## config.mk

```make
export PLATFORM = sky130hd
export DESIGN_NAME = mwr_ctrl
export DESIGN_NICKNAME = d
export VERILOG_FILES = /design/src/hw/rtl/mwr_pkg.sv /design/src/hw/rtl/mwr_ctrl.sv
export SDC_FILE = /design/constraint.sdc
export NUM_CORES = 1
export LEC_CHECK = 0
export ABC_AREA = 1
export BUFFER_PORTS_ARGS = -buffer_cell sky130_fd_sc_hd__buf_2
export CORE_MARGIN = 5
export CORE_UTILIZATION = 57
export CTS_CLUSTER_DIAMETER = 30
export DETAILED_ROUTE_END_ITERATION = 6
export PLACE_DENSITY = 0.83
export SLEW_MARGIN = 5
export SYNTH_ARGS = -nofsm -noshare
export SYNTH_HDL_FRONTEND = slang
export SYNTH_SLANG_ARGS = --single-unit
```

## constraint.sdc

```tcl
create_clock -name clk -period 2.1 [get_ports clk]
set_clock_uncertainty 0.15 [all_clocks]
set_input_delay 0.105 -clock clk [delete_from_list [all_inputs] [get_ports clk]]
set_output_delay 0.105 -clock clk [all_outputs]
set_load 0.01 [all_outputs]
```

## src/hw/rtl/mwr_pkg.sv

```systemverilog
// ----------------------------------------------------------------------------
// mwr_pkg
// Shared constants, types and helpers of the moving-window RMS block.
// ----------------------------------------------------------------------------
package mwr_pkg;

  localparam int WINDOW      = 1500;
  localparam int SAMPLE_BITS = 16;

  localparam int FIELD_W = 16;
  localparam int OUT_W   = 16;
  localparam int TDATA_W = 2 * FIELD_W;

  localparam int SLOT_W = $clog2(WINDOW);
  localparam int SQ_W   = 2 * SAMPLE_BITS;
  localparam int SUM_W  = $clog2(WINDOW + 1) + 2 * SAMPLE_BITS - 2;
  localparam int Q_W    = 2 * SAMPLE_BITS - 1;

  // restoring divider by the window length, several quotient bits per cycle
  localparam int DIV_STEPS  = 4;
  localparam int DIV_CYCLES = (SUM_W + DIV_STEPS - 1) / DIV_STEPS;
  localparam int DIV_W      = DIV_CYCLES * DIV_STEPS;
  localparam int REM_W      = $clog2(WINDOW) + 1;

  // digit-by-digit square root, one root bit per cycle
  localparam int R_W   = (Q_W + 1) / 2;
  localparam int RAD_W = 2 * R_W;
  localparam int SR_W  = R_W + 1;
  localparam int ST_W  = R_W + 3;

  localparam int ITER_MAX = (DIV_CYCLES > R_W) ? DIV_CYCLES : R_W;
  localparam int CNT_W    = $clog2(ITER_MAX);

  typedef enum logic [2:0] {
    ST_IDLE,
    ST_READ,
    ST_SUM,
    ST_DIV,
    ST_SQRT,
    ST_DONE
  } mwr_state_t;

  typedef struct packed {
    logic              sample_load;
    logic              square_en;
    logic              sum_en;
    logic              div_en;
    logic              div_last;
    logic              sqrt_en;
    logic              evict_valid;
    logic [SLOT_W-1:0] slot;
  } lane_ctrl_t;

  function automatic logic [SAMPLE_BITS-1:0] sample_mag(input logic [SAMPLE_BITS-1:0] s);
    sample_mag = s[SAMPLE_BITS-1] ? (~s + 1'b1) : s;
  endfunction

  function automatic logic [SQ_W-1:0] square_of(input logic [SAMPLE_BITS-1:0] s);
    logic [SAMPLE_BITS-1:0] m;
    m = sample_mag(s);
    square_of = SQ_W'(m) * SQ_W'(m);
  endfunction

endpackage

```

## src/hw/rtl/mwr_ctrl.sv

```systemverilog
// ----------------------------------------------------------------------------
// mwr_ctrl
// Sequencer shared by both lanes: slot pointer, fill flag and step counter.
// ----------------------------------------------------------------------------
module mwr_ctrl (
  input  logic                 clk,
  input  logic                 rst,
  input  logic                 s_tvalid,
  output logic                 s_tready,
  input  logic                 out_free,
  output logic                 out_load,
  output mwr_pkg::lane_ctrl_t  lane_ctrl
);

  import mwr_pkg::*;

  mwr_state_t        state;
  mwr_state_t        state_next;
  logic [SLOT_W-1:0] slot;
  logic              full;
  logic [CNT_W-1:0]  cnt;
  logic [CNT_W-1:0]  cnt_next;
  logic              div_done;
  logic              sqrt_done;

  assign div_done  = (cnt == CNT_W'(DIV_CYCLES - 1));
  assign sqrt_done = (cnt == CNT_W'(R_W - 1));

  always_comb begin
    state_next = state;
    case (state)
      ST_IDLE: begin
        if (s_tvalid) begin
          state_next = ST_READ;
        end
      end
      ST_READ: state_next = ST_SUM;
      ST_SUM:  state_next = ST_DIV;
      ST_DIV: begin
        if (div_done) begin
          state_next = ST_SQRT;
        end
      end
      ST_SQRT: begin
        if (sqrt_done) begin
          state_next = ST_DONE;
        end
      end
      ST_DONE: begin
        if (out_free) begin
          state_next = ST_IDLE;
        end
      end
      default: state_next = ST_IDLE;
    endcase
  end

  always_comb begin
    s_tready              = 1'b0;
    out_load              = 1'b0;
    cnt_next              = '0;
    lane_ctrl             = '0;
    lane_ctrl.slot        = slot;
    lane_ctrl.evict_valid = full;
    case (state)
      ST_IDLE: begin
        s_tready              = 1'b1;
        lane_ctrl.sample_load = s_tvalid;
      end
      ST_READ: lane_ctrl.square_en = 1'b1;
      ST_SUM:  lane_ctrl.sum_en = 1'b1;
      ST_DIV: begin
        lane_ctrl.div_en   = 1'b1;
        lane_ctrl.div_last = div_done;
        cnt_next           = div_done ? '0 : cnt + 1'b1;
      end
      ST_SQRT: begin
        lane_ctrl.sqrt_en = 1'b1;
        cnt_next          = sqrt_done ? '0 : cnt + 1'b1;
      end
      ST_DONE: out_load = out_free;
      default: s_tready = 1'b0;
    endcase
  end

  always_ff @(posedge clk) begin
    if (rst) begin
      state <= ST_IDLE;
      cnt   <= '0;
      slot  <= '0;
      full  <= 1'b0;
    end else begin
      state <= state_next;
      cnt   <= cnt_next;
      // advance the oldest slot once the new sample has been written
      if (state == ST_READ) begin
        if (slot == SLOT_W'(WINDOW - 1)) begin
          slot <= '0;
          full <= 1'b1;
        end else begin
          slot <= slot + 1'b1;
        end
      end
    end
  end

`ifndef SYNTHESIS
  a_slot_range: assert property (@(posedge clk) disable iff (rst)
    slot <= SLOT_W'(WINDOW - 1))
    else $error("slot pointer beyond window");

  a_full_sticky: assert property (@(posedge clk) disable iff (rst)
    full |=> full)
    else $error("fill flag dropped without reset");

  a_slot_moves_after_write: assert property (@(posedge clk) disable iff (rst)
    (!$past(rst) && !$stable(slot)) |-> ($past(state) == ST_READ))
    else $error("slot pointer moved outside the write cycle");

  a_div_count: assert property (@(posedge clk) disable iff (rst)
    (state == ST_DIV) |-> (cnt < CNT_W'(DIV_CYCLES)))
    else $error("divider step count overran");
`endif

endmodule

```

==> results_dict.tcl, run 1 <==
set metrics [dict create \
    drc 0 \
    max_freq_mhz 612 \
    whs_endpoint "state[2]" \
    die_y_um 55.0 \
    cap_violations 0 \
    instances_no_fill 210 \
    finalSetupTns_ps 0 \
    finalSetupViolCount 0 \
    cts_made_buffers 3 \
    drv_slew 0 \
    h-tree-depth 1 \
    grt_pass1_vias 921 \
    worstRegToRegCells 7 \
    coreArea_sq_mm 0.00194 \
    hpwl_mm 1.80 \
    cts_tree "yes" \
    yosysSeqAreaShare 0.329 \
    ant_nets 0 \
    grt_first_pass_wirelength_mm 3.68 \
    power.total_mw 1.25 \
    track_usage 0.166 \
    synth_top_cell_by_area "dfxtp_1" \
    route.met2.wl_mm 1.02 \
    antenna_found_initial 0 \
    yosysMostFrequentCell "nor2_1" \
    syn_area_sq_mm 0.00116 \
    dr_wl_met3_um 126 \
    syn_nets 165 \
    cp-start-kind "register" \
    dp_cells 205 \
    cts.path.max_buffers 2 \
    hp-start "s_tvalid" \
    layout-drive-gt1-share 0.257 \
    worstHoldPathCells 6 \
    clk_latency_ps 300 \
    post-place-ws_ps 556 \
    synth.avg_cell_area_sq_um 7.32 \
    root_buffer "clkbuf_4" \
    hold_violations 0 \
    power.density_mw_per_mm2 950 \
    grt_setup_unrepaired "false" \
    place.gp.congestion 0.866 \
    worst-setup-path-type "register to primary output" \
    num-fill-cells 174 \
    drt-met1-wl_mm 1.03 \
    seq_area_sq_um 380 \
    ios 24 \
    multi_input_area_sq_um 656 \
    worstPathRequired_ps 1850 \
    worstPathMaxFanout 9 \
    drt-wirelength-per-cell_um 10.4 \
    wl_mm 2.19 \
    drt-initial-drc-count 24 \
    fp.dieW_um 55.0 \
    layout_setup_ws_ps 467 \
    insertedDiodeCount 0 \
    clk_pin_slew_worst_paths_ps 100 \
    tightest_slew_ps 448 \
    r2r_start "state[0]" \
    ir_drop_uv 581 \
    period_minus_slack_ps 1630 \
    power_leakage_nw 0.619 \
    syn2layout_area_growth_pct 13.4 \
    period_share 0.778 \
    outcome "finished clean" \
    fp-row-count 16 \
    grt_overflow 0 \
    synthFlopType "dfxtp_1" \
    synthTopCellsByArea "dfxtp_1 33%, nor2_1 11%, nand2_1 8.8%, inv_1 6.2%, nand3_1 4.8%" \
    first_pass_iters 4 \
    grt_max_degree 11 \
    hp-class "primary input to register" \
    yosys-top-cells-count "35 x nor2_1, 27 x nand2_1, 19 x dfxtp_1, 19 x inv_1, 11 x nand3_1" \
    routed_via_density 4.93 \
    ys_async_sr_fraction 0 \
    vias 1036 \
    initial_core_util 0.595 \
    relSlewSlack 0.701 \
    arrival_ps 1380 \
    endpoint_kind "primary output" \
    reg2reg_slack_ps 540 \
    portBuffers 23 \
    clock_sinks 19 \
    synthCells 158 \
    synth-edff-count 0 \
    synthDistinctLibCells 29 \
    synth_top_cell_area_share 0.329 \
    yosysWarnings 0 \
    rr_endpoint "slot[1]" \
    fin_nets 191 \
    synth-seq-cells 19 \
    utilization 0.675 \
    die_area_sq_mm 0.00303 \
    top_layer "met4" \
]
-- critical path, stage by stage, from the launching register on --
cell and delay (ps):
dfxtp_1 610, nand3_1 210, nor2_1 130, buf_2 130
-- cells in the final DEF (no fill, tap or decap), drive strengths merged --
cell	count
nand2	30
nor3	1
ha	3
mux2i	1
nand3b	1
dfxtp	19
clkbuf	4
o21ai	3
o21bai	1
xor2	6
xnor2	1
nand4	3
inv	22
nand3	13
dlygate4sd3	1
nor2	47
a21oi	3
buf	23
nor3b	1
-- state kept, by name (all words and copies together), names as in the netlist --
| register | cells |
|---|---|
| cnt | 4 |
| full | 1 |
| slot | 11 |
| state | 3 |
-- cells by family after synthesis --
| group | count (synthesis) | share of synthesized area |
|---|---|---|
| compound gates | 7 | 0.0357 |
| xor+xnor | 7 | 0.0530 |
| fa+ha+maj | 3 | 0.0325 |
| buf+inv | 25 | 0.104 |
| flops | 19 | 0.329 |
| mux | 1 | 0.00866 |
| simple gates | 96 | 0.437 |
-- power breakdown --
| group | internal, mW | switching [mW] | leakage (nW) |
|---|---|---|---|
| logic | 0.215 | 0.341 | 0.450 |
| registers | 0.404 | 0.101 | 0.154 |
| clock network | 0.0740 | 0.111 | 0.0150 |
| total | 0.693 | 0.552 | 0.619 |
-- worst max-delay path by stage --
stage | from | to | slack, ps | depth (start not counted)
finish | state[0] | lane_ctrl[13] | 470 | 3
floorplan | slot[0] | slot[1] | 620 | 8
global route | state[0] | lane_ctrl[13] | 370 | 3
global placement | slot[0] | slot[1] | 600 | 8
CTS | state[0] | lane_ctrl[13] | 460 | 3
detailed placement | state[0] | slot[1] | 560 | 7
-- routing by layer --
layer,global-route usage,vias to the layer above
met3,0.0349,4
met4,0.0486,0
met1,0.215,466
li1,-,534
met5,0,-
met2,0.278,32
-- metrics by stage --
step	area [sq um]	hold slack, ps
after global placement	1270	263
after floorplan	1160	24.1
final	1310	139
after detailed placement	1270	271
after CTS	1310	127
after global routing	1310	174
-- layout make-up --
class | instances | area share
Inverter | 22 | 0.0687
Clock buffer | 4 | 0.0200
Multi-Input combinational cell | 114 | 0.500
Tap cell | 27 | 0.0258
Timing Repair Buffer | 24 | 0.0954
Sequential cell | 19 | 0.290
-- timing repair --
action,4_1_cts,5_1_grt
resized for setup,0,0
hold endpoints to repair,3,0
buffers inserted,0,0
hold buffers,1,0
Note: power is estimated with default switching activity, not from simulation.
==> run 2: changes to the inputs <==
CORE_UTILIZATION = 48   (was 57)
PLACE_DENSITY = 0.74   (was 0.83)
clock period = 1.5 ns   (was 2.1 ns; I/O delays follow)
==> run 2 against run 1 <==
Net effect:
- non-clock buffer count increased by 6
- worst hold slack got worse by 67 ps
- sequential cell count stayed put
- global-route usage fell by 1.8 points
- core utilization decreased by 5.8 points
==> results_dict.tcl, run 2 (synthesis gave the netlist of run 1 again) <==
set metrics [dict create \
    outcome "finished clean" \
    fp.dieW_um 59.1 \
    first_pass_iters 4 \
    fin_nets 197 \
    ant_nets 0 \
    power_leakage_nw 0.657 \
    clk_pin_slew_worst_paths_ps 110 \
    initial_core_util 0.513 \
    hp-class "primary input to register" \
    worstPathMaxFanout 6 \
    grt_pass1_vias 1023 \
    crit_slowest_cell "dfxtp_2" \
    drt-initial-drc-count 16 \
    die_area_sq_mm 0.00349 \
    grt_setup_unrepaired "true" \
    grt_max_degree 12 \
    syn2layout_area_growth_pct 20.5 \
    finalHoldWorstSlack_ps 71.5 \
    post-place-ws_ps 15.0 \
    final_area_sq_mm 0.00139 \
    wl_mm 2.36 \
    drc 0 \
    cts_tree "yes" \
    reg_top3 "slot x11, cnt x4, state x3" \
    ios 24 \
    dp_cells 212 \
    largest_reg_flops 11 \
    cap_violations 0 \
    power.density_mw_per_mm2 1350 \
    hpwl_mm 1.88 \
    cts_made_buffers 3 \
    final_common_cell "nor2_1" \
    vias 1038 \
    utilization 0.618 \
    final_cell_mix "31 x nor2_1, 24 x nand2_1, 23 x buf_2" \
    worst-setup-path-type "register to primary output" \
    cts.path.max_buffers 2 \
    drv_slew 0 \
    hold_violations 0 \
    instances_no_fill 217 \
    grt_first_pass_wirelength_mm 4.08 \
    worstPathRequired_ps 1270 \
    h-tree-depth 1 \
    endpoint_kind "primary output" \
    insertedDiodeCount 0 \
    finalSetupViolCount 0 \
    fp-row-count 17 \
    critPathMaxStageDelay_ps 340 \
    max_freq_mhz 692 \
    die_y_um 59.1 \
    track_usage 0.149 \
    ir_drop_uv 1090 \
    coreArea_sq_mm 0.00225 \
    antenna_found_initial 0 \
    arrival_ps 1220 \
    period_share 0.963 \
    layout_setup_ws_ps 55.5 \
    cp-start-kind "register" \
    top_register "slot" \
    period_minus_slack_ps 1440 \
    clock_sinks 19 \
    relSlewSlack 0.831 \
    num-fill-cells 224 \
    portBuffers 23 \
    drt-wirelength-per-cell_um 10.9 \
    layout-drive-gt1-share 0.349 \
    tightest_slew_ps 247 \
    post-cts-setup-buffers 0 \
    dpl_cell_area_sq_mm 0.00132 \
    root_buffer "clkbuf_4" \
    place.gp.congestion 0.858 \
    path_cells "buf_6 > nor2_4 > nand2_2 > nor2_2 > buf_2" \
    clk_latency_ps 300 \
    routed_via_density 4.78 \
    grt_overflow 0 \
]
==> run 2: cell types whose count changed in the layout (fill, tap and decap cells not counted), sizes merged <==
cell | before | now
clkinv | 0 | 1
clkbuf | 4 | 3
buf | 23 | 29
==> run 2: power by group <==
group	internal [mW]	switching, mW
logic	0.375	0.566
registers	0.582	0.102
clock network	0.0994	0.159
total	1.06	0.828
==> run 2: through the flow <==
| stage | setup TNS [ps] | total power [mW] |
|---|---|---|
| finish | 0 | 1.88 |
| global placement | 0 | 1.55 |
| global route | -34.7 | 2.04 |
| floorplan | 0 | 1.36 |
| CTS | 0 | 1.86 |
| detailed placement | 0 | 1.59 |
==> run 2: cell type report <==
cell class	instances	area, sq um	share of cell area
Multi-Input combinational cell	114	678	0.487
Sequential cell	19	388	0.279
Timing Repair Buffer	30	174	0.125
Inverter	22	90.1	0.0647
Tap cell	28	35.0	0.0252
Clock buffer	3	22.5	0.0162
Clock inverter	1	5.00	0.00359
==> run 2: final timing paths <==
kind | startpoint | endpoint | slack [ps] | cells past startpoint
max | state[0] | lane_ctrl[17] | 60 | 5
min | s_tvalid | state[0] | 70 | 6
max reg2reg | slot[0] | slot[1] | 80 | 8
min reg2reg | cnt[0] | cnt[0] | 280 | 1
==> run 2: what timing repair did <==
| item | in CTS | in global routing |
|---|---|---|
| gates cloned | 0 | 0 |
| hold buffers | 1 | 0 |
| resized for setup | 2 | 12 |
| hold endpoints to repair | 3 | 0 |
| pin swaps | 0 | 3 |
| setup endpoints to repair | 8 | 13 |
==> run 2: critical path: cells and delay by family, from the launching register on <==
family,cells,cell delay [ps]
DFF,1,340
and+or+nand+nor,3,310
buffers and inverters,2,260
==> run 2: per-layer routing <==
layer	track usage	vias to the layer above	part of all wire
li1	-	546	-
met1	0.177	453	0.45
met2	0.249	30	0.47
met3	0.0327	9	0.058
met4	0.0744	0	0.026
met5	0	-	0
